$ cat src/design/blr_pkg.sv
// Shared types, widths and sequencer states for the line rasterizer.
// Used by the channel interfaces and the core; depends on nothing.
package blr_pkg;

  localparam int COORD_BITS = 6;
  localparam int DIFF_BITS  = COORD_BITS + 1;
  localparam int DEC_BITS   = COORD_BITS + 4;
  localparam int EXT_BITS   = DEC_BITS - DIFF_BITS;

  typedef logic signed [COORD_BITS-1:0] coord_t;
  typedef logic signed [DIFF_BITS-1:0]  diff_t;
  typedef logic signed [DEC_BITS-1:0]   dec_t;
  typedef logic        [COORD_BITS-1:0] cnt_t;

  typedef enum logic [1:0] {
    ST_IDLE,
    ST_SETUP,
    ST_RUN
  } state_t;

endpackage

$ cat src/design/blr_if.sv
// Valid/ready channels for line requests and emitted cells.
// Depends on blr_pkg for the coordinate type.
interface blr_in_if;
  logic            valid;
  logic            ready;
  blr_pkg::coord_t start_x;
  blr_pkg::coord_t start_y;
  blr_pkg::coord_t end_x;
  blr_pkg::coord_t end_y;

  modport source (output valid, output start_x, output start_y, output end_x,
                  output end_y, input ready);
  modport sink   (input valid, input start_x, input start_y, input end_x,
                  input end_y, output ready);
endinterface

interface blr_out_if;
  logic            valid;
  logic            ready;
  blr_pkg::coord_t pixel_x;
  blr_pkg::coord_t pixel_y;
  logic            last;

  modport source (output valid, output pixel_x, output pixel_y, output last,
                  input ready);
  modport sink   (input valid, input pixel_x, input pixel_y, input last,
                  output ready);
endinterface

$ cat src/design/bresenham_line_rasterizer_core.sv
// Midpoint line rasterizer: one request word in, one word per grid cell out.
// Sequence: a request is accepted in idle, the setup state follows, then the first cell is shown.
// Throughput: max(|dx|,|dy|)+1 cells at one per cycle while out is ready;
// no new request is taken until setup and all cells are done and the block is idle.
// Reset: synchronous active-low rst_n returns the sequencer to idle.
// Depends on blr_pkg and the channel interfaces in blr_if.sv.
module bresenham_line_rasterizer_core (
  input  logic      clk,
  input  logic      rst_n,
  blr_in_if.sink    in_if,
  blr_out_if.source out_if
);

  blr_pkg::state_t state_r, state_nxt;

  blr_pkg::coord_t x_r, x_nxt;
  blr_pkg::coord_t y_r, y_nxt;
  blr_pkg::coord_t xe_r, xe_nxt;
  blr_pkg::coord_t ye_r, ye_nxt;
  blr_pkg::dec_t   d_r, d_nxt;
  blr_pkg::dec_t   inc_min_r, inc_min_nxt;
  blr_pkg::dec_t   inc_maj_r, inc_maj_nxt;
  blr_pkg::cnt_t   cnt_r, cnt_nxt;
  logic            steep_r, steep_nxt;
  logic            fall_r, fall_nxt;
  logic            min_pos_r, min_pos_nxt;

  logic            in_fire;
  logic            out_fire;
  logic            is_last;
  logic            swap;
  blr_pkg::diff_t  dx;
  blr_pkg::diff_t  dy;
  blr_pkg::diff_t  ady;
  blr_pkg::dec_t   dx_e;
  blr_pkg::dec_t   dy_e;
  logic            steep;
  logic            minor;
  blr_pkg::dec_t   inc_sel;

  assign in_fire  = in_if.valid && in_if.ready;
  assign out_fire = out_if.valid && out_if.ready;
  assign is_last  = (cnt_r == '0);
  assign swap     = in_if.start_x > in_if.end_x;

  // setup arithmetic
  always_comb begin
    dx    = {xe_r[blr_pkg::COORD_BITS-1], xe_r} - {x_r[blr_pkg::COORD_BITS-1], x_r};
    dy    = {ye_r[blr_pkg::COORD_BITS-1], ye_r} - {y_r[blr_pkg::COORD_BITS-1], y_r};
    ady   = dy[blr_pkg::DIFF_BITS-1] ? -dy : dy;
    steep = ady > dx;
    dx_e  = {{blr_pkg::EXT_BITS{dx[blr_pkg::DIFF_BITS-1]}}, dx};
    dy_e  = {{blr_pkg::EXT_BITS{dy[blr_pkg::DIFF_BITS-1]}}, dy};
  end

  // shared decision step
  always_comb begin
    minor   = min_pos_r ? (d_r > 0) : (d_r <= 0);
    inc_sel = minor ? inc_min_r : inc_maj_r;
  end

  always_comb begin
    state_nxt = state_r;
    case (state_r)
      blr_pkg::ST_IDLE:  if (in_fire) state_nxt = blr_pkg::ST_SETUP;
      blr_pkg::ST_SETUP: state_nxt = blr_pkg::ST_RUN;
      blr_pkg::ST_RUN:   if (out_fire && is_last) state_nxt = blr_pkg::ST_IDLE;
      default:           state_nxt = blr_pkg::ST_IDLE;
    endcase
  end

  always_comb begin
    in_if.ready    = 1'b0;
    out_if.valid   = 1'b0;
    out_if.pixel_x = x_r;
    out_if.pixel_y = y_r;
    out_if.last    = is_last;
    case (state_r)
      blr_pkg::ST_IDLE: in_if.ready  = 1'b1;
      blr_pkg::ST_RUN:  out_if.valid = 1'b1;
      default: ;
    endcase
  end

  always_comb begin
    x_nxt       = x_r;
    y_nxt       = y_r;
    xe_nxt      = xe_r;
    ye_nxt      = ye_r;
    d_nxt       = d_r;
    inc_min_nxt = inc_min_r;
    inc_maj_nxt = inc_maj_r;
    cnt_nxt     = cnt_r;
    steep_nxt   = steep_r;
    fall_nxt    = fall_r;
    min_pos_nxt = min_pos_r;
    case (state_r)
      blr_pkg::ST_IDLE: begin
        if (in_fire) begin
          x_nxt  = swap ? in_if.end_x   : in_if.start_x;
          y_nxt  = swap ? in_if.end_y   : in_if.start_y;
          xe_nxt = swap ? in_if.start_x : in_if.end_x;
          ye_nxt = swap ? in_if.start_y : in_if.end_y;
        end
      end
      blr_pkg::ST_SETUP: begin
        steep_nxt = steep;
        fall_nxt  = dy[blr_pkg::DIFF_BITS-1];
        cnt_nxt   = steep ? ady[blr_pkg::COORD_BITS-1:0] : dx[blr_pkg::COORD_BITS-1:0];
        case ({dy[blr_pkg::DIFF_BITS-1], steep})
          2'b00: begin
            d_nxt       = (dy_e <<< 1) - dx_e;
            inc_min_nxt = (dy_e - dx_e) <<< 1;
            inc_maj_nxt = dy_e <<< 1;
            min_pos_nxt = 1'b1;
          end
          2'b01: begin
            d_nxt       = dy_e - (dx_e <<< 1);
            inc_min_nxt = (dy_e - dx_e) <<< 1;
            inc_maj_nxt = -(dx_e <<< 1);
            min_pos_nxt = 1'b0;
          end
          2'b10: begin
            d_nxt       = (dy_e <<< 1) + dx_e;
            inc_min_nxt = (dy_e + dx_e) <<< 1;
            inc_maj_nxt = dy_e <<< 1;
            min_pos_nxt = 1'b0;
          end
          default: begin
            d_nxt       = dy_e + (dx_e <<< 1);
            inc_min_nxt = (dy_e + dx_e) <<< 1;
            inc_maj_nxt = dx_e <<< 1;
            min_pos_nxt = 1'b1;
          end
        endcase
      end
      blr_pkg::ST_RUN: begin
        if (out_fire && !is_last) begin
          d_nxt   = d_r + inc_sel;
          cnt_nxt = cnt_r - 1'b1;
          if (!steep_r || minor) x_nxt = x_r + 1'b1;
          if (steep_r || minor)  y_nxt = fall_r ? y_r - 1'b1 : y_r + 1'b1;
        end
      end
      default: ;
    endcase
  end

  always_ff @(posedge clk) begin
    if (!rst_n) begin
      state_r <= blr_pkg::ST_IDLE;
    end else begin
      state_r <= state_nxt;
    end
  end

  always_ff @(posedge clk) begin
    x_r       <= x_nxt;
    y_r       <= y_nxt;
    xe_r      <= xe_nxt;
    ye_r      <= ye_nxt;
    d_r       <= d_nxt;
    inc_min_r <= inc_min_nxt;
    inc_maj_r <= inc_maj_nxt;
    cnt_r     <= cnt_nxt;
    steep_r   <= steep_nxt;
    fall_r    <= fall_nxt;
    min_pos_r <= min_pos_nxt;
  end

endmodule
$ cat src/flat_wrapper.sv
// flat-port wrapper written by rule: the top's interface ports become plain ports
module bresenham_line_rasterizer_core_flat 
  (clk, rst_n, in_if_valid, in_if_start_x, in_if_start_y, in_if_end_x, in_if_end_y, in_if_ready, out_if_valid, out_if_pixel_x, out_if_pixel_y, out_if_last, out_if_ready);
  blr_in_if in_if_i ();
  blr_out_if out_if_i ();
  input  logic clk;
  input  logic rst_n;
  input wire logic [$bits(in_if_i.valid)-1:0] in_if_valid;
  input wire logic [$bits(in_if_i.start_x)-1:0] in_if_start_x;
  input wire logic [$bits(in_if_i.start_y)-1:0] in_if_start_y;
  input wire logic [$bits(in_if_i.end_x)-1:0] in_if_end_x;
  input wire logic [$bits(in_if_i.end_y)-1:0] in_if_end_y;
  output wire logic [$bits(in_if_i.ready)-1:0] in_if_ready;
  output wire logic [$bits(out_if_i.valid)-1:0] out_if_valid;
  output wire logic [$bits(out_if_i.pixel_x)-1:0] out_if_pixel_x;
  output wire logic [$bits(out_if_i.pixel_y)-1:0] out_if_pixel_y;
  output wire logic [$bits(out_if_i.last)-1:0] out_if_last;
  input wire logic [$bits(out_if_i.ready)-1:0] out_if_ready;
  assign in_if_i.valid = in_if_valid;
  assign in_if_i.start_x = in_if_start_x;
  assign in_if_i.start_y = in_if_start_y;
  assign in_if_i.end_x = in_if_end_x;
  assign in_if_i.end_y = in_if_end_y;
  assign in_if_ready = in_if_i.ready;
  assign out_if_valid = out_if_i.valid;
  assign out_if_pixel_x = out_if_i.pixel_x;
  assign out_if_pixel_y = out_if_i.pixel_y;
  assign out_if_last = out_if_i.last;
  assign out_if_i.ready = out_if_ready;
  bresenham_line_rasterizer_core u_core (.clk(clk), .rst_n(rst_n), .in_if(in_if_i), .out_if(out_if_i));
endmodule
$ cat config.mk
export PLATFORM = sky130hd
export DESIGN_NAME = bresenham_line_rasterizer_core_flat
export DESIGN_NICKNAME = d
export VERILOG_FILES = /design/src/design/blr_pkg.sv /design/src/design/blr_if.sv /design/src/design/bresenham_line_rasterizer_core.sv /design/src/flat_wrapper.sv
export SDC_FILE = /design/constraint.sdc
export NUM_CORES = 1
export LEC_CHECK = 0
export ABC_AREA = 1
export ABC_CLOCK_PERIOD_IN_PS = 6690
export BUFFER_PORTS_ARGS = -buffer_cell sky130_fd_sc_hd__buf_2
export CAP_MARGIN = 40
export CORE_MARGIN = 2
export CORE_UTILIZATION = 55
export CTS_BUF_LIST = sky130_fd_sc_hd__clkbuf_4 sky130_fd_sc_hd__clkbuf_8
export DETAILED_ROUTE_END_ITERATION = 8
export HOLD_SLACK_MARGIN = 0.1
export PLACE_DENSITY = 0.82
export SKIP_CTS_REPAIR_TIMING = 1
export SYNTH_ARGS = -nofsm -noshare
export SYNTH_HDL_FRONTEND = slang
export SYNTH_SLANG_ARGS = --single-unit
export TNS_END_PERCENT = 100
$ cat constraint.sdc
create_clock -name clk -period 6.69 [get_ports clk]
set_input_delay 0.3345 -clock clk [delete_from_list [all_inputs] [get_ports clk]]
set_output_delay 0.3345 -clock clk [all_outputs]
set_load 0.02 [all_outputs]
# == Yosys cells after proc, flatten, opt, wreduce, memory -nomap -nowiden ==
# Index checks and enable logic that the tools add are counted.
# word_totals
regBits,65
in_bits,28
# classes
add_sub_neg,15
order_cmp,4
eq_ne,9
muxes,30
reduce_logical,21
# op_table
op,n
$mux W6,13
$pmux W10 S2,2
$pmux W6 S2,3
$mux W10,3
$pmux W10 S3,1
$sub A6 B6 Y7,2
$add A6 B1 Y6 const B,2
$sub A6 B1 Y6 const B,2
$add A10 B10 Y10,1
$gt A10 B1 Y1 const B,1
$le A10 B1 Y1 const B,1
$ne A2 B1 Y1 const B,5
$neg A8 Y10,1
$add A7 B8 Y9,1
$add A8 B7 Y9,1
$sub A7 B8 Y9,1
$sub A8 B7 Y9,1
$add A7 B7 Y8,1
$reduce_and A4 Y1,2
$sub A7 B7 Y8,1
$gt A7 B7 Y1,1
$mux W7,1
$neg A7 Y7,1
$gt A6 B6 Y1,1
13 further kinds,30

# == Depth between registers and ports, before layout ==
# Gate-level depths: netlist of the first run.
# depth
ltp_word,7
ltp_mapped,34

# == Least setup slack after synthesis of the first run ==
# Ideal clock, no wire load.
# synth_path
path_kind,register -> register
startpoint,register u_core.y_r[0] (netlist: u_core.out_if.pixel_y[0])
endpoint,"register u_core.inc_min_r[8], data pin"
setup_time_ns,0.263
t_arrival_ns,5.402
slack_ns,1.025
stages_incl_launch_ff,29
n_path_buf,2
period_less_slack_ns,5.665
path_cell_list,edfxtp_1 > ha_1 > fa_1 > xnor2_1 > inv_1 > nand3_1 > nand2_1 > xor2_1 > ha_1 > a21o_1 > a211oi_1 > o211ai_1 > nand2_1 > inv_1 > ha_1 > clkbuf_1 > nor2_1 > clkbuf_1 > nor2_1 > a31oi_1 > ha_1 > a21oi_1 > nand2_1 > a21oi_1 > o21bai_1 > nand2_1 > nand2_1 > a21oi_1 > xor2_1
# synth_between
elab_chain_len,7
word_cells_on_any_way,10
classes_between,add/sub: 4; order compare: 1; eq/ne: 1; mux: 2; reduce/logical: 2
# synth_rtl
element,line_no,text
start: declaration,bresenham_line_rasterizer_core.sv:17,"blr_pkg::coord_t y_r, y_nxt;"
start signal: assignment,bresenham_line_rasterizer_core.sv:159,y_r <= y_nxt;
$sub A6 B6 Y7 (*),bresenham_line_rasterizer_core.sv:49,"dy = {ye_r[blr_pkg::COORD_BITS-1], ye_r} - {y_r[blr_pkg::COORD_BITS-1], y_r};"
$neg A7 Y7,bresenham_line_rasterizer_core.sv:50,ady = dy[blr_pkg::DIFF_BITS-1] ? -dy : dy;
$mux W7 (*),bresenham_line_rasterizer_core.sv:50,
$gt A7 B7 Y1 (*),bresenham_line_rasterizer_core.sv:51,steep = ady > dx;
named net u_core.steep,bresenham_line_rasterizer_core.sv:37,logic steep;
$eq A2 B1 Y1 or $logic_not A2 Y1 (tied branches),bresenham_line_rasterizer_core.sv:110,"case ({dy[blr_pkg::DIFF_BITS-1], steep})"
$reduce_or A2 Y1 (no line) (*),--,
$mux W10 (*),--,
end signal: assignment,bresenham_line_rasterizer_core.sv:163,inc_min_r <= inc_min_nxt;
end: declaration,bresenham_line_rasterizer_core.sv:21,"blr_pkg::dec_t inc_min_r, inc_min_nxt;"
# Mark *: on every way through the listed nets, which the timed path passes. The rest lies on a longest branch.
# A chain may end at the register's enable or synchronous reset.

# == Worst setup path after layout of the first run ==
# layout_path
startpoint,register u_core.y_r[0] (netlist: u_core.out_if.pixel_y[0])
endpoint,"register u_core.inc_min_r[7], data pin"
# layout_between
elab_chain_len,7
word_cells_on_any_way,10
classes_between,add/sub: 4; order compare: 1; eq/ne: 1; mux: 2; reduce/logical: 2
# layout_rtl
element,line_no,text
$sub A6 B6 Y7 (*),bresenham_line_rasterizer_core.sv:49,
named net u_core.dy[6],bresenham_line_rasterizer_core.sv:33,blr_pkg::diff_t dy;
$neg A7 Y7,bresenham_line_rasterizer_core.sv:50,
$mux W7 (*),bresenham_line_rasterizer_core.sv:50,
$gt A7 B7 Y1 (*),bresenham_line_rasterizer_core.sv:51,
named net u_core.steep,bresenham_line_rasterizer_core.sv:37,
$eq A2 B1 Y1 or $logic_not A2 Y1 (tied branches),bresenham_line_rasterizer_core.sv:110,
$reduce_or A2 Y1 (no line) (*),--,
$mux W10 (*),--,
# Marked as above.

==> results.json, run 1 <==
{
  "status": "complete, no violations",
  "cts.htree.levels": 3,
  "holdPathStages": 3,
  "finalWirelength_mm": 15.6,
  "grt_pass1_wl_mm": 25.7,
  "worstSetupPathType": "reg -> reg",
  "drcViolationCount": 0,
  "antenna_found_initial": 0,
  "drtAntennaViolNets": 0,
  "finalSetupViolCount": 0,
  "routedWlPerCell_microns": 15.7,
  "cp_num_buf_inv": 3,
  "finClkSkew_ns": 0.0117,
  "holdWs_ns": 0.214,
  "final_cell_count_no_fill": 995,
  "path_max_fanout": 16,
  "start_util_pct": 56.5,
  "root_buffer": "clkbuf_8",
  "numCtsBuffers": 9,
  "dpl.cell_count": 979,
  "grt_max_degree": 33,
  "mostFrequentLayoutCell": "nand2_1",
  "hold_violations": 0,
  "fmax_mhz": 162,
  "cp.depth": 26,
  "synth_fp_nets": 915,
  "grt_pass1_vias": 5402,
  "synth_cells": 807,
  "synth_top_family_by_area": "simple AND/OR/NAND/NOR gates",
  "drive_gt1_share_pct": 11.9,
  "synth_warnings": 0,
  "dr_wl_met2_mm": 7.42,
  "ys.flop_type": "edfxtp_1",
  "drtIter0Drc": 422,
  "first_pass_iters": 6,
  "ys_seq_area_share_pct": 29.9,
  "area_growth_pct": 9.03,
  "topRoutingLayerUsed": "met4",
  "avgSynthCellArea_sq_um": 7.62,
  "cts_tree": "built",
  "synthMuxAreaShare_pct": 0,
  "slew_headroom_pct": 49.1,
  "synth_xor_area_share_pct": 3.99,
  "met1_length_mm": 6.67,
  "endpoint_kind": "flop",
  "vias": 5599,
  "port-buffer-count": 42,
  "async_flop_share_pct": 0,
  "die_y_microns": 110,
  "finalCriticalPeriod_ns": 6.18,
  "gr-usage-all-layers_pct": 27.9,
  "final_cell_mix": "nand2_1, inv_1, ha_1, o21ai_0, edfxtp_1",
  "antennaDiodeCount": 0,
  "yosysUniqueCellTypes": 51,
  "insertion_delay_ns": 0.35,
  "rsz0062_at_grt": "no",
  "synth_compound_area_share_pct": 14.9,
  "synthSimpleGateAreaFrac_pct": 25.2,
  "maxCapViolCount": 0,
  "synth-adder-area-share_pct": 17.2,
  "max_stage_delay_ns": 0.55,
  "final_util_pct": 61.6,
  "nNetsFinal": 958,
  "cp.required_ns": 6.80,
  "pin_count": 43,
  "die-width_microns": 110,
  "grt_overflow": 0,
  "start_kind": "flop",
  "crit_family": "adder cells",
  "r2r_cells": 26,
  "rows": 38,
  "worst_slew_pin_slew_ns": 0.763,
  "gp_congestion": 0.981,
  "fin_tns_setup_ns": 0,
  "final_max_slew_viol_count": 0,
  "cts.clk_slew.worst_paths_ns": 0.07,
  "min_path_type": "in -> reg",
  "synth_area_sq_um": 6150,
  "cts_sinks": 62,
  "routed-wl-met3_mm": 1.16,
  "fin_crit_sh_pct": 92.4,
  "critPathArrivalTime_ns": 6.29,
  "dp_hpwl_mm": 11.9,
  "coreArea_sq_um": 10900,
  "cts_max_path_buffers": 2,
  "crit_path_top_delay_cell": "nor2_1",
  "ys_ff_latch": 62,
  "dieArea_sq_um": 12000,
  "synth-edff-count": 60,
  "viasPerCell": 5.63,
  "crit_top_cell": "nand2_1"
}
## final cells by class
type                       instances  area [sq um]
inverter                         123           467
sequential                        62          1840
fill                             947          4180
clock inverter                     5          50.0
clock buffer                      11           139
timing repair buffer              46           255
multi-input combinational        608          3780
tap                              140           175
## cell usage after synthesis (9+ instances only)
cell	n	area, sq um
nand2_4	9	101
edfxtp_1	60	1800
nand3_1	52	260
nand2_1	187	702
o21ai_0	69	345
ha_1	72	901
a21oi_1	54	270
inv_1	116	435
o21ai_1	9	45.0
clkbuf_1	9	33.8
xor2_1	17	149
nor2_1	46	173
## kinds of logic after synthesis
group,Yosys count
buffers and inverters,137
DFF,62
adders and majority gates,80
and+or+nand+nor,339
xor gates and xnor gates,25
AOI/OAI and AO/OA,164
## per-stage QoR
step | cell area (sq um) | worst slack (ns)
2_1_floorplan | 6150 | 1.02
3_3_place_gp | 6490 | 0.908
3_5_place_dp | 6520 | 0.668
4_1_cts | 6710 | 0.614
5_1_grt | 6710 | 0.0387
6_report | 6710 | 0.505
## tightest hold or removal path, cell delays in order
cell and delay (ns):
buf_2 0.08, inv_1 0.04, nor2_1 0.08
## layer usage
metal | track usage, % | vias to the layer above
met5 | 0 | -
met4 | 9.76 | 0
met3 | 4.98 | 31
met2 | 47.0 | 217
met1 | 36.0 | 2555
li1 | - | 2796
## path summary, 6_finish.rpt
check	endpoint	startpoint	slack, ns
setup / recovery	u_core.inc_min_r[7]$_DFFE_PP_	u_core.out_if.pixel_y[0]$_DFFE_PP_	0.51
hold / removal	u_core.state_r[0]$_SDFFE_PN0P_	rst_n	0.21
setup reg to reg	u_core.inc_min_r[7]$_DFFE_PP_	u_core.out_if.pixel_y[0]$_DFFE_PP_	0.51
hold reg to reg	u_core.state_r[0]$_SDFFE_PN0P_	u_core.state_r[0]$_SDFFE_PN0P_	0.55
## sequential cells by signal, indices dropped and copies added (netlist names)
name and cells:
u_core.d_r 10, u_core.ye_r 6, u_core.fall_r 1, u_core.min_pos_r 1, u_core.steep_r 1, u_core.xe_r 6, u_core.state_r 2, u_core.inc_maj_r 9
u_core.out_if.pixel_y 6, u_core.out_if.pixel_x 6, u_core.inc_min_r 8, u_core.cnt_r 6
Power of run 1 is left out: the tool's default activity adds up to more than one toggle a clock period on the data nets, which glitch-free logic cannot reach.
==> run 2: changes to the inputs <==
--- a/config.mk
+++ b/config.mk
@@ -13,6 +13,7 @@
 export CORE_UTILIZATION = 55
 export CTS_BUF_LIST = sky130_fd_sc_hd__clkbuf_4 sky130_fd_sc_hd__clkbuf_8
 export DETAILED_ROUTE_END_ITERATION = 8
+export GPL_TIMING_DRIVEN = 0
 export HOLD_SLACK_MARGIN = 0.1
 export PLACE_DENSITY = 0.82
 export SKIP_CTS_REPAIR_TIMING = 1
==> results.json, run 2 (synthesis results as in run 1) <==
{
  "nNetsFinal": 970,
  "cts_sinks": 62,
  "cp.depth": 32,
  "slew_headroom_pct": 45.7,
  "finalWirelength_mm": 15.3,
  "crit_path_top_delay_cell": "edfxtp_1",
  "fin_crit_sh_pct": 92.8,
  "fin_tns_setup_ns": 0,
  "finalSetupViolCount": 0,
  "drtIter0Drc": 459,
  "cts_max_path_buffers": 2,
  "mostFrequentLayoutCell": "nand2_1",
  "coreArea_sq_um": 10900,
  "r2r_slack_ns": 0.48,
  "rsz0062_at_grt": "no",
  "r2r_end": "u_core.inc_min_r[8]$_DFFE_PP_",
  "cts.htree.levels": 3,
  "gp_congestion": 0.982,
  "top_register": "u_core.d_r",
  "cp_num_buf_inv": 5,
  "crit_end": "u_core.inc_min_r[8]$_DFFE_PP_",
  "area_growth_pct": 9.58,
  "cp.required_ns": 6.78,
  "rr_startpoint": "u_core.out_if.pixel_y[0]$_DFFE_PP_",
  "antennaDiodeCount": 0,
  "startpoint": "u_core.out_if.pixel_y[0]$_DFFE_PP_",
  "status": "complete, no violations",
  "fillers": 949,
  "final_max_slew_viol_count": 0,
  "grt_overflow": 0,
  "dp_hpwl_mm": 12.0,
  "die_y_microns": 110,
  "critPathArrivalTime_ns": 6.30,
  "drcViolationCount": 0,
  "cts_tree": "built",
  "path_max_fanout": 16,
  "grt_max_degree": 20,
  "grt_pass1_vias": 5411,
  "r2r_cells": 32,
  "crit_family": "adder cells",
  "multi_input_area_sq_um": 3780,
  "fmax_mhz": 161,
  "routedWlPerCell_microns": 15.1,
  "final_cell_mix": "nand2_1, inv_1, ha_1, o21ai_0, edfxtp_1",
  "hold_start": "rst_n",
  "gr-usage-all-layers_pct": 27.3,
  "rows": 38,
  "grt_pass1_wl_mm": 25.2,
  "seqCellArea_sq_um": 1840,
  "start_kind": "flop",
  "vias": 5642,
  "worstSetupPathType": "reg -> reg",
  "first_pass_iters": 5,
  "hold_violations": 0,
  "dieArea_sq_um": 12000,
  "worst_slew_pin_slew_ns": 0.814,
  "die-width_microns": 110,
  "numCtsBuffers": 9,
  "pin_count": 43,
  "root_buffer": "clkbuf_8",
  "drive_gt1_share_pct": 12.6,
  "cts.clk_slew.worst_paths_ns": 0.07,
  "antenna_found_initial": 0,
  "finalCriticalPeriod_ns": 6.21,
  "finClkSkew_ns": 0.0101,
  "largest_reg_flops": 10,
  "endpoint_kind": "flop",
  "crit_top_cell": "nand2_1",
  "start_util_pct": 56.5,
  "viasPerCell": 5.60,
  "max_stage_delay_ns": 0.46,
  "final_util_pct": 61.9,
  "reg_top3": "u_core.d_r x10, u_core.inc_maj_r x9, u_core.inc_min_r x8",
  "min_path_type": "in -> reg",
  "insertion_delay_ns": 0.35,
  "port-buffer-count": 42,
  "drtAntennaViolNets": 0,
  "maxCapViolCount": 0
}
[run 2: worst min path at each step]
stage	depth (start not counted)	slack [ns]	to
5_1_grt	3	0.22	u_core.state_r[1]$_SDFFE_PN0P_
4_1_cts	3	0.21	u_core.state_r[0]$_SDFFE_PN0P_
6_report	3	0.22	u_core.state_r[0]$_SDFFE_PN0P_
3_3_place_gp	3	0.55	u_core.state_r[0]$_SDFFE_PN0P_
2_1_floorplan	2	0.47	u_core.state_r[1]$_SDFFE_PN0P_
3_5_place_dp	3	0.57	u_core.state_r[0]$_SDFFE_PN0P_
[run 2: final cells by class]
cell class	count	area share [%]
multi-input cells	608	56.0
flip-flops and latches	62	27.3
inverters	123	6.92
repair buffers	44	3.45
well taps	140	2.60
clock buffers	12	2.26
plain buffers	14	1.06
clock inverters	4	0.334
[run 2: stage by stage]
| stage | instance area (sq um) | setup WS (ns) | instances | hold WS (ns) |
|---|---|---|---|---|
| finish | 6740 | 0.485 | 1007 | 0.216 |
| global route | 6740 | 0.00231 | 1007 | 0.224 |
| CTS | 6740 | 0.219 | 1007 | 0.209 |
| detailed placement | 6560 | 0.255 | 991 | 0.575 |
| global placement | 6540 | 0.0574 | 989 | 0.552 |
| floorplan | 6150 | 1.02 | 807 | 0.466 |
[run 2: per-layer routing]
layer  wire [microns]  GRT usage (%)  up-vias  part of all wire (%)
met4              355           8.95        0                   2.3
met3             1270           5.45       32                   8.3
li1                 -              -     2823                     -
met1             6620           35.3     2594                    43
met2             7010           45.9      193                    46
met5                0              0        -                     0
[run 2: worst register-to-register path: cells and delay by family, from the launching register on]
kind | cells | cell delay [ns]
XOR/XNOR | 2 | 0.22
AND/OR/NAND/NOR | 11 | 1.32
adder cells (fa/ha/maj) | 5 | 1.45
AO/OA/AOI/OAI | 9 | 1.43
buffers and inverters | 5 | 1.06
flip-flops | 1 | 0.46
Power of run 2 is left out for the same reason.
==> run 3: changes to the inputs <==
--- a/config.mk
+++ b/config.mk
@@ -15,9 +15,9 @@
 export DETAILED_ROUTE_END_ITERATION = 8
 export GPL_TIMING_DRIVEN = 0
 export HOLD_SLACK_MARGIN = 0.1
-export PLACE_DENSITY = 0.82
+export PLACE_DENSITY_LB_ADDON = 0.1
 export SKIP_CTS_REPAIR_TIMING = 1
 export SYNTH_ARGS = -nofsm -noshare
 export SYNTH_HDL_FRONTEND = slang
 export SYNTH_SLANG_ARGS = --single-unit
-export TNS_END_PERCENT = 100
+export TNS_END_PERCENT = 30
==> results.json, run 3 (synthesis results as in run 1) <==
{
  "fin_crit_sh_pct": 93.2,
  "vias": 5740,
  "holdWs_ns": 0.214,
  "critPathArrivalTime_ns": 6.35,
  "port-buffer-count": 42,
  "gr-usage-all-layers_pct": 29.9,
  "area_growth_pct": 10.9,
  "final_max_slew_viol_count": 0,
  "antenna_found_initial": 1,
  "grt_overflow": 0,
  "finClkSkew_ns": 0.0137,
  "cp_num_buf_inv": 5,
  "crit_path_top_delay_cell": "edfxtp_1",
  "root_buffer": "clkbuf_8",
  "dp_hpwl_mm": 13.1,
  "fmax_mhz": 160,
  "rows": 38,
  "dieArea_sq_um": 12000,
  "drcViolationCount": 0,
  "grt_max_degree": 20,
  "maxCapViolCount": 0,
  "first_pass_iters": 6,
  "finalSetupViolCount": 0,
  "hold_start": "rst_n",
  "startpoint": "u_core.out_if.pixel_y[0]$_DFFE_PP_",
  "min_path_type": "in -> reg",
  "worst_slew_pin_slew_ns": 0.860,
  "cts_tree": "built",
  "path_max_fanout": 16,
  "coreArea_sq_um": 10900,
  "pin_count": 43,
  "worstSetupPathType": "reg -> reg",
  "start_kind": "flop",
  "mostFrequentLayoutCell": "nand2_1",
  "slew_headroom_pct": 42.7,
  "cts.htree.levels": 3,
  "cts_sinks": 62,
  "drtAntennaViolNets": 0,
  "rr_startpoint": "u_core.out_if.pixel_y[0]$_DFFE_PP_",
  "rsz0062_at_grt": "no",
  "die-width_microns": 110,
  "cp.required_ns": 6.80,
  "crit_family": "adder cells",
  "drive_gt1_share_pct": 12.7,
  "cts_max_path_buffers": 2,
  "endpoint_kind": "flop",
  "largest_reg_flops": 10,
  "fillers": 1007,
  "routedWlPerCell_microns": 16.6,
  "insertion_delay_ns": 0.36,
  "grt_pass1_wl_mm": 27.2,
  "antennaDiodeCount": 0,
  "gp_congestion": 0.917,
  "crit_top_cell": "nand2_1",
  "top_register": "u_core.d_r",
  "finalWirelength_mm": 16.7,
  "nNetsFinal": 970,
  "reg_top3": "u_core.d_r x10, u_core.inc_maj_r x9, u_core.inc_min_r x8",
  "cts.clk_slew.worst_paths_ns": 0.08,
  "numCtsBuffers": 9,
  "drtIter0Drc": 605,
  "max_stage_delay_ns": 0.49,
  "start_util_pct": 56.5,
  "finalCriticalPeriod_ns": 6.24,
  "final_cell_mix": "nand2_1, inv_1, ha_1, o21ai_0, edfxtp_1",
  "grt_pass1_vias": 5465,
  "hold_violations": 0,
  "viasPerCell": 5.70,
  "die_y_microns": 110,
  "status": "complete, no violations"
}
[run 3: changes by cell type in the layout (fill, tap and decap cells not counted), sizes merged]
cell	previous run	this run
bufinv	0	3
clkinv	5	6
clkbuf	22	19
clkinvlp	1	0
[run 3: worst register-to-register path, delay by kind of cell, from the launching register on]
kind,cells,cell delay [ns]
AOI/OAI and AO/OA,9,1.47
buffers and inverters,5,1.00
DFF,1,0.49
and+or+nand+nor,11,1.27
adders and majority gates,5,1.55
xor gates and xnor gates,2,0.21
[run 3: metrics by stage]
step / area (sq um) / instances / setup TNS [ns] / utilization [%] / worst slack (ns)
finish: 6820 / 1007 / 0 / 62.7 / 0.453
global placement: 6540 / 989 / -0.0904 / 60.0 / -0.0805
floorplan: 6150 / 807 / 0 / - / 1.02
global route: 6820 / 1007 / 0 / 62.7 / 0.0548
CTS: 6800 / 1007 / 0 / 62.4 / 0.0490
detailed placement: 6560 / 991 / 0 / 60.3 / 0.113
[run 3: path summary, 6_finish.rpt]
check,to,slack (ns),depth (start not counted)
worst max register to register,u_core.inc_min_r[8]$_DFFE_PP_,0.45,32
worst min register to register,u_core.state_r[0]$_SDFFE_PN0P_,0.58,3
worst min-delay path,u_core.state_r[0]$_SDFFE_PN0P_,0.21,3
worst max-delay path,u_core.inc_min_r[8]$_DFFE_PP_,0.45,32
[run 3: area by class of cell]
class | instances | area (sq um) | share of cell area, %
plain buffers | 14 | 72.6 | 1.06
clock buffers | 9 | 124 | 1.82
clock inverters | 7 | 113 | 1.65
inverters | 123 | 467 | 6.84
multi-input cells | 608 | 3800 | 55.6
flip-flops and latches | 62 | 1840 | 27.0
well taps | 140 | 175 | 2.57
repair buffers | 44 | 233 | 3.41
[run 3: layer usage]
metal | track usage, % | vias up | part of all wire (%)
li1 | - | 2829 | -
met1 | 42.2 | 2670 | 47
met2 | 47.9 | 219 | 45
met3 | 4.56 | 22 | 6.8
met4 | 7.59 | 0 | 1.3
met5 | 0 | - | 0
Power of run 3 is left out for the same reason.
